## config.mk

```make
export PLATFORM = sky130hd
export DESIGN_NAME = ppp_queue
export DESIGN_NICKNAME = d
export VERILOG_FILES = /design/src/rtl/ppp_pkg.sv /design/src/rtl/ppp_queue.sv
export SDC_FILE = /design/constraint.sdc
export NUM_CORES = 1
export LEC_CHECK = 0
export BUFFER_PORTS_ARGS = -buffer_cell sky130_fd_sc_hd__buf_4
export CAP_MARGIN = 20
export CORE_MARGIN = 8
export CORE_UTILIZATION = 35
export DETAILED_ROUTE_END_ITERATION = 8
export GPL_TIMING_DRIVEN = 0
export PLACE_DENSITY = 0.64
export SYNTH_ARGS = -nofsm -noshare
export SYNTH_HDL_FRONTEND = slang
export SYNTH_SLANG_ARGS = --single-unit
```

## constraint.sdc

```tcl
create_clock -name clk_i -period 2.66 [get_ports clk_i]
set_clock_uncertainty 0.15 [all_clocks]
set_input_delay 0 -clock clk_i [delete_from_list [all_inputs] [get_ports clk_i]]
set_output_delay 0 -clock clk_i [all_outputs]
set_load 0.03 [all_outputs]
```

## src/rtl/ppp_pkg.sv

```systemverilog
//------------------------------------------------------------------------------
// ppp_pkg
// shared types, constants and register indexes of the projection unit
//------------------------------------------------------------------------------
`default_nettype none
package ppp_pkg;

  localparam int unsigned CoordW   = 24;
  localparam int unsigned RotFrac  = 16;
  localparam int unsigned EntryW   = RotFrac + 2;
  localparam int unsigned RowW     = 3 * EntryW;
  localparam int unsigned ProdW    = CoordW + EntryW;
  localparam int unsigned SumW     = ProdW + 2;
  localparam int unsigned CamW     = SumW - RotFrac + 1;
  localparam int unsigned NumW     = CamW + CoordW + 1;
  localparam int unsigned MagW     = NumW;
  localparam int unsigned DenW     = CamW;
  localparam int unsigned OutW     = 32;
  localparam int unsigned CfgIdxW  = 3;
  localparam int unsigned CfgDataW = 64;
  localparam int unsigned QueueDepth = 4;
  localparam int unsigned QueuePtrW  = 2;

  typedef enum logic [CfgIdxW-1:0] {
    REG_ROT_ROW0  = 3'd0,
    REG_ROT_ROW1  = 3'd1,
    REG_ROT_ROW2  = 3'd2,
    REG_TRANS_X   = 3'd3,
    REG_TRANS_Y   = 3'd4,
    REG_TRANS_Z   = 3'd5,
    REG_FOCAL     = 3'd6,
    REG_PRINCIPAL = 3'd7
  } cfg_reg_e;

  typedef struct packed {
    logic signed [CamW-1:0] cam_x;
    logic signed [CamW-1:0] cam_y;
    logic signed [CamW-1:0] cam_z;
  } cam_point_t;

  typedef struct packed {
    logic                   neg;
    logic                   zero;
    logic                   z_neg;
    logic [MagW-1:0]        mag;
    logic [DenW-1:0]        den;
    logic [MagW-1:0]        rem;
    logic [MagW-1:0]        quo;
    logic                   num_neg;
    logic signed [CoordW:0] ctr;
  } div_lane_t;

endpackage
`default_nettype wire

```

## src/rtl/ppp_queue.sv

```systemverilog
//------------------------------------------------------------------------------
// ppp_queue
// short fifo of camera points between front and back
//------------------------------------------------------------------------------
`default_nettype none
module ppp_queue (
  input  wire                   clk_i,
  input  wire                   rst_ni,
  input  wire                   wr_valid_i,
  output logic                  wr_stall_o,
  input  ppp_pkg::cam_point_t   wr_data_i,
  output logic                  rd_valid_o,
  input  wire                   rd_stall_i,
  output ppp_pkg::cam_point_t   rd_data_o
);

  ppp_pkg::cam_point_t mem_q [ppp_pkg::QueueDepth];
  logic [ppp_pkg::QueuePtrW-1:0] wp_q, rp_q;
  logic [ppp_pkg::QueuePtrW:0]   cnt_q, cnt_d;
  logic push, pop;

  assign wr_stall_o = (cnt_q == (ppp_pkg::QueuePtrW+1)'(ppp_pkg::QueueDepth));
  assign rd_valid_o = (cnt_q != '0);
  assign rd_data_o  = mem_q[rp_q];
  assign push = wr_valid_i && !wr_stall_o;
  assign pop  = rd_valid_o && !rd_stall_i;

  always_comb begin
    cnt_d = cnt_q;
    if (push && !pop) cnt_d = cnt_q + 1'b1;
    if (pop && !push) cnt_d = cnt_q - 1'b1;
  end

  always_ff @(posedge clk_i or negedge rst_ni) begin
    if (!rst_ni) begin
      wp_q  <= '0;
      rp_q  <= '0;
      cnt_q <= '0;
    end else begin
      cnt_q <= cnt_d;
      if (push) wp_q <= wp_q + 1'b1;
      if (pop)  rp_q <= rp_q + 1'b1;
    end
  end

  always_ff @(posedge clk_i) begin
    if (push) mem_q[wp_q] <= wr_data_i;
  end

`ifndef NO_ASSERTIONS
  a_cnt: assert property (@(posedge clk_i) disable iff (!rst_ni)
    cnt_q <= (ppp_pkg::QueuePtrW+1)'(ppp_pkg::QueueDepth))
    else $error("queue count overflow");
  a_ptr: assert property (@(posedge clk_i) disable iff (!rst_ni)
    (wp_q - rp_q) == cnt_q[ppp_pkg::QueuePtrW-1:0])
    else $error("queue pointers disagree with count");
  a_upd: assert property (@(posedge clk_i) disable iff (!rst_ni)
    push && !pop |=> cnt_q == $past(cnt_q) + 1'b1)
    else $error("push not counted");
`endif

endmodule
`default_nettype wire

```

==> Word-level counts from Yosys, hierarchy flattened <==
Memories as Yosys holds them, arrays and structs flattened.
Index checks and enable logic that the tools add are counted.
{ "op_classes": {"add_sub_neg": 4, "eq_ne": 1, "muxes": 4, "n_reduce_logical": 10} }
{ "ops": {"columns": ["cell", "count"], "rows": [
  ["$mux W3", 2],
  ["$add A2 B1 Y2 const B", 2],
  ["$logic_and A1 B1 Y1", 4],
  ["$logic_not A1 Y1", 4],
  ["$add A3 B1 Y3 const B", 1],
  ["$eq A3 B3 Y1 const B", 1],
  ["$reduce_bool A3 Y1", 1],
  ["$sub A3 B1 Y3 const B", 1],
  ["$mux W1", 2],
  ["$reduce_bool A2 Y1", 1]
]} }
{ "word_totals": {"regBits": 7, "ram_bits": 348, "input_bits": 91, "output_inout_bits": 89, "word_cells": 23, "n_memories": 1} }
{ "mem_list": {"columns": ["name", "words", "word_bits", "rd", "rd_clocked_by_memory_dff", "wr", "line_no", "source"], "rows": [
  ["mem_q", 4, 87, 1, 0, 1, "ppp_queue.sv:17", "ppp_pkg::cam_point_t mem_q [ppp_pkg::QueueDepth];"]
]} }

==> Depth between registers and ports, before layout <==
Gate-level depths: netlist of the first run.
{ "depth": {"ltp_word": 6, "ltp_mapped": 9, "mapped_depth_nobuf": 9} }

==> Least setup slack after synthesis of the first run <==
OpenSTA, ideal clock, no wires.
{ "synth_timing": {"kind": "register to register", "start": "reg cnt_q[2] (netlist bit)", "end": "mem mem_q[0][0] (netlist bit), enable pin", "setup_time_ps": 406, "arrival_ps": 1781, "required_time_ps": 2104, "slack_ps": 322, "path_stages_with_launch": 3, "path_buffers": 0, "synth_period_minus_slack_ps": 2338, "cell_sequence": "dfrtp_1 -> or3b_4 -> and3_2"} }
{ "synth_via": {"elab_chain_len": 5} }
{ "synth_rtl": {"columns": ["element", "line_no", "source"], "rows": [
  ["start: declaration", "ppp_queue.sv:19", "logic [ppp_pkg::QueuePtrW:0] cnt_q, cnt_d;"],
  ["start signal: assignment", "ppp_queue.sv:40", "cnt_q <= cnt_d;"],
  ["$eq A3 B3 Y1", "ppp_queue.sv:22", "assign wr_stall_o = (cnt_q == (ppp_pkg::QueuePtrW+1)'(ppp_pkg::QueueDepth));"],
  ["$logic_not A1 Y1", "ppp_queue.sv:25", "assign push = wr_valid_i && !wr_stall_o;"],
  ["$logic_and A1 B1 Y1", "ppp_queue.sv:25", null],
  ["$mux W1", "ppp_queue.sv:47", "if (push) mem_q[wp_q] <= wr_data_i;"],
  ["$mux W1 (not written as such)", "ppp_queue.sv:47", null],
  ["end: declaration", "ppp_queue.sv:17", null]
]} }
No other way between the ends.

==> metrics.cfg, run 1 <==
[synthesis]
synth_edf_count = 348
synth_common_cells = 348 x edfxtp_1, 87 x mux4_2, 11 x buf_2
synth_top_area_cell = edfxtp_1
synthesis.instances = 494
ys_types = 20
netlist_area_sq_um = 12960
syn_avg_cell_area_sq_um = 26.23
synthFlopType = edfxtp_1
syn_nets = 591
synth.most_common_cell = edfxtp_1
post-synth-top-area-fraction_pct = 80.63
yosys-top-cells-area = edfxtp_1 81%, mux4_2 15%, dfrtp_1 1.4%
async_reset_ff_share_pct = 1.972
ys_seq_elements = 355
yosysSeqAreaShare_pct = 81.98
ys_warn_count = 0

[die]
row_count = 70
die_y_um = 208.4
ioPinCount = 180
core_sq_um = 36520
die_w_um = 208.4
start_util_pct = 35.48
die-area_sq_um = 43440

[grt]
grt_overflow = 0
grt_usage_pct = 12.73
grt_pass1_vias = 6988
grt_pass1_wl_um = 42050
grt_start_max_net_pins = 52
antenna_found_initial = 2

[clock_network]
cts_tree = yes
clk_path_buf_depth = 3
ctsHtreeMaxLevel = 2
clock_latency_ns = 0.53
clkSinkCount = 355
cts-root-buf = clkbuf_16
clk_pin_slew_ns = 0.06
cts_buffers = 38
post_cts_buffers = 0

[pwr]
p_leak_nw = 5.948
pwr_density_cell_nw_per_um2 = 1183
internal_power_mw = 13.61
peakVddDrop_v = 0.0007611
comb_power_share_pct = 36.6
p_switching_mw = 6.697
pwr-share-clk_pct = 25.9
p_seq_share_pct = 37.5
p_sw_share_pct = 32.97

[sta]
relSlewSlack_pct = 39.83
finalHoldViolations = 0
tns_ns = 0
min_period_ns = 2.452
finalSetupViolations = 0
max_freq_ghz = 0.4079
final.setup.worst_slack_ns = 0.2085
rsz0062_at_grt = no
fin_hold_ws_ns = 0.05652
period_share_pct = 92.16
drv_slew = 0
worst_pin_slew_ns = 0.9026

[cells_and_area]
drive_gt1_share_pct = 41.42
areaGrowthSynthToFinish_pct = 32.50
fin_area_sq_um = 17170
fin_nets = 905
nFillCells = 2979

[worst_setup_path]
crit_arrival_ns = 2.30
crit_path_start_kind = register
path_max_fanout = 10
crit_path_end_kind = output port
critPathRequiredTime_ns = 2.51
crit_type = register to output port

[placed_design]
pre_cts_ws_ns = 0.2898
numPortBuffers = 179
hpwl_um = 16490
dpl_cell_area_sq_um = 15010
gp_congestion = 0.6456

[detailed_routing]
num_vias = 6148
routedWlPerCell_um = 20.98
ant_nets = 0
routed_wl_um = 27330
drc_errors = 0
dr.pass1.iters = 4
avgViaCountPerCell = 4.718
drt_iter0_drc = 220

[min_path]
hp-class = primary input to register

[run_status]
status = completed

[flow_run]
drv_cap = 0

-- critical path, cell delays in order, from the launching register on --
cell and delay [ns]:
dfrtp_1 0.32, buf_2 0.25, clkbuf_1 0.59, mux4_2 0.43, buf_4 0.19
-- cell families after synthesis --
logic type               count (synthesis)  synth area share, %
multiplexers                            89                15.31
flip-flops                             355                81.98
XOR/XNOR                                 6               0.4055
AND/OR/NAND/NOR                         10               0.5407
buffers and inverters                   28                1.120
adder cells (fa/ha/maj)                  6               0.6372
-- final cells by class --
class	instances	area (sq um)	share of cell area (%)
diodes	2	5.005	0.02915
plain buffers	20	120.1	0.6995
clock buffers	48	1030	5.997
clock inverters	17	206.4	1.202
inverters	8	30.03	0.1749
multi-input cells	111	2205	12.84
flip-flops and latches	355	10630	61.88
well taps	468	585.6	3.410
repair buffers	274	2365	13.77
-- what timing repair did --
| action | 4_1_cts | 5_1_grt |
|---|---|---|
| hold buffers | 91 | 0 |
| gates resized for setup | 3 | 0 |
| endpoints found under the setup margin | 24 | 0 |
| hold endpoints to repair | 361 | 0 |
-- state kept, by name (all words and copies together) (netlist names) --
signal and count:
rp_q 2, mem_q 348, wp_q 2, cnt_q 3
-- metal layers --
layer / vias to the layer above / global-route usage, % / routed length [um]
met5: - / 0 / 0
met1: 3182 / 15.28 / 11290
met3: 49 / 3.848 / 1711
met2: 161 / 21.33 / 13610
met4: 0 / 5.017 / 717
li1: 2756 / - / -
-- cell usage in the layout, fill, tap and decap left out, types with 2 or more instances in the layout --
master         count
dfrtp_1            7
bufinv_16          5
clkbuf_1          11
xnor2_1            2
mux4_2            87
and3_4             4
edfxtp_1         348
clkbuf_2           2
dlygate4sd3_1     91
xor2_1             4
inv_1              8
buf_16             4
ha_1               5
diode_2            2
clkbuf_16         39
clkbuf_8           2
buf_6              2
clkinv_1           6
buf_4            180
clkinv_2           5
nor2_1             2
buf_2             10
-- metrics by stage --
| stage | total power [mW] | util, % | std cells |
|---|---|---|---|
| floorplan | 12.45 | - | 494 |
| global placement | 15.17 | 40.77 | 1141 |
| detailed placement | 15.29 | 41.11 | 1145 |
| CTS | 20.75 | 47.00 | 1301 |
| global route | 21.29 | 47.02 | 1303 |
| finish | 20.31 | 47.02 | 1303 |
-- power by group through the flow --
stage	Clock [mW]	Combinational (mW)	Sequential, mW
2_1_floorplan	0	4.76	7.69
3_3_place_gp	0	7.38	7.78
3_5_place_dp	0	7.54	7.75
4_1_cts	5.44	7.68	7.64
5_1_grt	5.63	7.95	7.71
6_report	5.26	7.43	7.62
-- worst paths after layout --
| path | start | to | slack, ns | cells past startpoint |
|---|---|---|---|---|
| max in group asynchronous | rst_ni | cnt_q[1]$_DFFE_PN0P_ | 1.85 | 3 |
| worst min-delay path | wr_data_i[7] | mem_q[3][7]$_DFFE_PP_ | 0.06 | 2 |
| worst max register to register | cnt_q[0]$_DFFE_PN0P_ | cnt_q[2]$_DFFE_PN0P_ | 0.29 | 9 |
| worst min register to register | cnt_q[2]$_DFFE_PN0P_ | cnt_q[2]$_DFFE_PN0P_ | 0.34 | 1 |
| min in group asynchronous | rst_ni | wp_q[1]$_DFFE_PN0P_ | 0.27 | 3 |
| worst max-delay path | rp_q[1]$_DFFE_PN0P_ | rd_data_o[85] | 0.21 | 4 |
(Power assumes the default switching activity.)
==> run 2: changes to the inputs <==
CORE_UTILIZATION = 57   (was 35)
PLACE_DENSITY = 0.9   (was 0.64)
RECOVER_POWER = 50   (was not set)
SLEW_MARGIN = 20   (was not set)
==> metrics.cfg, run 2 (synthesis results as in run 1) <==
[worst_setup_path]
crit_chain = or3b_4 -> and2_4 -> inv_1 -> ha_1 -> inv_1 -> fa_1 -> xor2_1 -> nor2_1 -> xor2_1
crit_type = register to register
r2r_cells = 9  ; unchanged
timing.rr.end = cnt_q[2]$_DFFE_PN0P_
crit_path_start_kind = register
r2r_slack_ns = 0.15  ; -0.14 ns
r2r_start = cnt_q[0]$_DFFE_PN0P_
crit_path_end_kind = register
crit_slowest_cell = or3b_4
max_stage_delay_ns = 0.46  ; -0.13 ns
critPathRequiredTime_ns = 2.93  ; +0.42 ns
cp_num_buf_inv = 2  ; -1
crit_arrival_ns = 2.77  ; +0.47 ns
path_max_fanout = 6  ; -4
crit_family = simple AND/OR/NAND/NOR gates

[sta]
finalHoldViolations = 0  ; unchanged
max_freq_ghz = 0.3992  ; -2.1%
fin_hold_ws_ns = 0.1652  ; +0.1087 ns
rsz0062_at_grt = no
tns_ns = 0  ; unchanged
worst_pin_slew_ns = 0.7492  ; -0.1534 ns
min_period_ns = 2.505  ; +0.05354 ns
final.setup.worst_slack_ns = 0.1549  ; -0.05354 ns
period_share_pct = 94.18  ; +2.0 points
finalSetupViolations = 0  ; unchanged
relSlewSlack_pct = 50.05  ; +10 points
drv_slew = 0  ; unchanged

[grt]
grt_usage_pct = 19.27  ; +6.5 points
grt_overflow = 0  ; unchanged
grt_start_max_net_pins = 45  ; -13%
grt_pass1_wl_um = 41120  ; -2.2%
grt_pass1_vias = 7095  ; +1.5%
antenna_found_initial = 2  ; unchanged

[cells_and_area]
fin_util_pct = 73.78  ; +27 points
drive_gt1_share_pct = 30.49  ; -11 points
reg.largest.list = mem_q (348), cnt_q (3)
mostFrequentLayoutCell = edfxtp_1
ff_latch_area_sq_um = 10630  ; unchanged
areaGrowthSynthToFinish_pct = 28.10
largest_reg_flops = 348  ; unchanged
final_cells = 1119  ; -14%
multi_input_area_sq_um = 2205  ; unchanged
fin_area_sq_um = 16600  ; -3.3%
nFillCells = 1251  ; -58%
layout_common_cells = 348 x edfxtp_1, 103 x clkbuf_1, 91 x dlygate4sd3_1
regMostFlops = mem_q
fin_nets = 904  ; -0.11%

[detailed_routing]
dr.pass1.iters = 4  ; unchanged
avgViaCountPerCell = 5.718  ; +21%
routedWlPerCell_um = 23.97  ; +14%
drc_errors = 0  ; unchanged
routed_wl_um = 26820  ; -1.9%
num_vias = 6399  ; +4.1%
drt_iter0_drc = 451  ; +110%
ant_nets = 0  ; unchanged

[die]
die_w_um = 166.8  ; -20%
row_count = 55  ; -21%
start_util_pct = 57.59  ; +22 points
ioPinCount = 180  ; unchanged
die_y_um = 166.8  ; -20%
die-area_sq_um = 27820  ; -36%
core_sq_um = 22500  ; -38%

[pwr]
pwr_density_cell_nw_per_um2 = 1213  ; +2.6%
p_total_mw = 20.14  ; -0.83%
p_leak_nw = 5.612  ; -5.7%
peakVddDrop_v = 0.001107  ; +46%

[min_path]
min_to = mem_q[0][50]$_DFFE_PP_
min_from = wr_data_i[50]
hp-class = primary input to register
min_path_cells = 2  ; unchanged

[clock_network]
clk_pin_slew_ns = 0.06  ; about the same
cts_buffers = 37  ; -2.6%
post_cts_resized = 0  ; -3
cts-root-buf = clkbuf_16
cts_tree = yes
ctsHtreeMaxLevel = 2  ; unchanged
clk_path_buf_depth = 3  ; unchanged
clkSinkCount = 355  ; unchanged
clock_latency_ns = 0.49  ; -0.04 ns

[placed_design]
pre_cts_ws_ns = 0.2870  ; -0.002835 ns
dpl_cell_area_sq_um = 14790  ; -1.5%
gp_congestion = 0.6992  ; +8.3%
dp.cells = 962  ; -16%
numPortBuffers = 179  ; unchanged
hpwl_um = 15600  ; -5.4%

[run_status]
status = completed

[flow_run]
drv_cap = 0  ; unchanged

==> run 2: changes by cell type in the layout (fill, tap and decap cells not counted), moves of 2 or more <==
cell | previous run | this run
buf_4 | 180 | 89
clkbuf_1 | 11 | 103
clkbuf_2 | 2 | 0
clkinv_2 | 5 | 3
==> run 2: timing repair <==
item,4_1_cts,5_1_grt
endpoints found under the hold margin,361,0
hold buffers,91,0
setup buffers,0,0
setup endpoints to repair,0,0
==> run 2: how the worst max path moves through the flow <==
stage | from | endpoint | cells past startpoint
floorplan | cnt_q[2]$_DFFE_PN0P_ | mem_q[0][0]$_DFFE_PP_ | 2
detailed placement | cnt_q[0]$_DFFE_PN0P_ | cnt_q[2]$_DFFE_PN0P_ | 9
finish | cnt_q[0]$_DFFE_PN0P_ | cnt_q[2]$_DFFE_PN0P_ | 9
global route | cnt_q[0]$_DFFE_PN0P_ | cnt_q[2]$_DFFE_PN0P_ | 9
CTS | rp_q[1]$_DFFE_PN0P_ | rd_data_o[52] | 5
global placement | cnt_q[2]$_DFFE_PN0P_ | mem_q[1][46]$_DFFE_PP_ | 2
==> run 2: layer usage <==
metal  track usage [%]  routed length, um
met1             23.69              10280
met2             34.00              14280
met3             4.421               1726
met4             5.288                523
met5                 0                 10
==> run 2: where the power goes <==
part	internal, mW	leakage [nW]	switching [mW]	total, mW
Combinational	2.95	1.74	4.36	7.30
Sequential	7.40	3.27	0.273	7.67
Clock	3.19	0.601	1.98	5.17
==> run 2: final cells by class <==
cell class,instances,share of cell area [%]
antenna,1,0.01507
buffer,20,0.6933
clock buffer,48,6.142
clock inverter,17,1.311
inverter,8,0.1809
multi-input combinational,111,13.28
sequential,355,64.00
tap,285,2.148
timing repair buffer,274,12.23
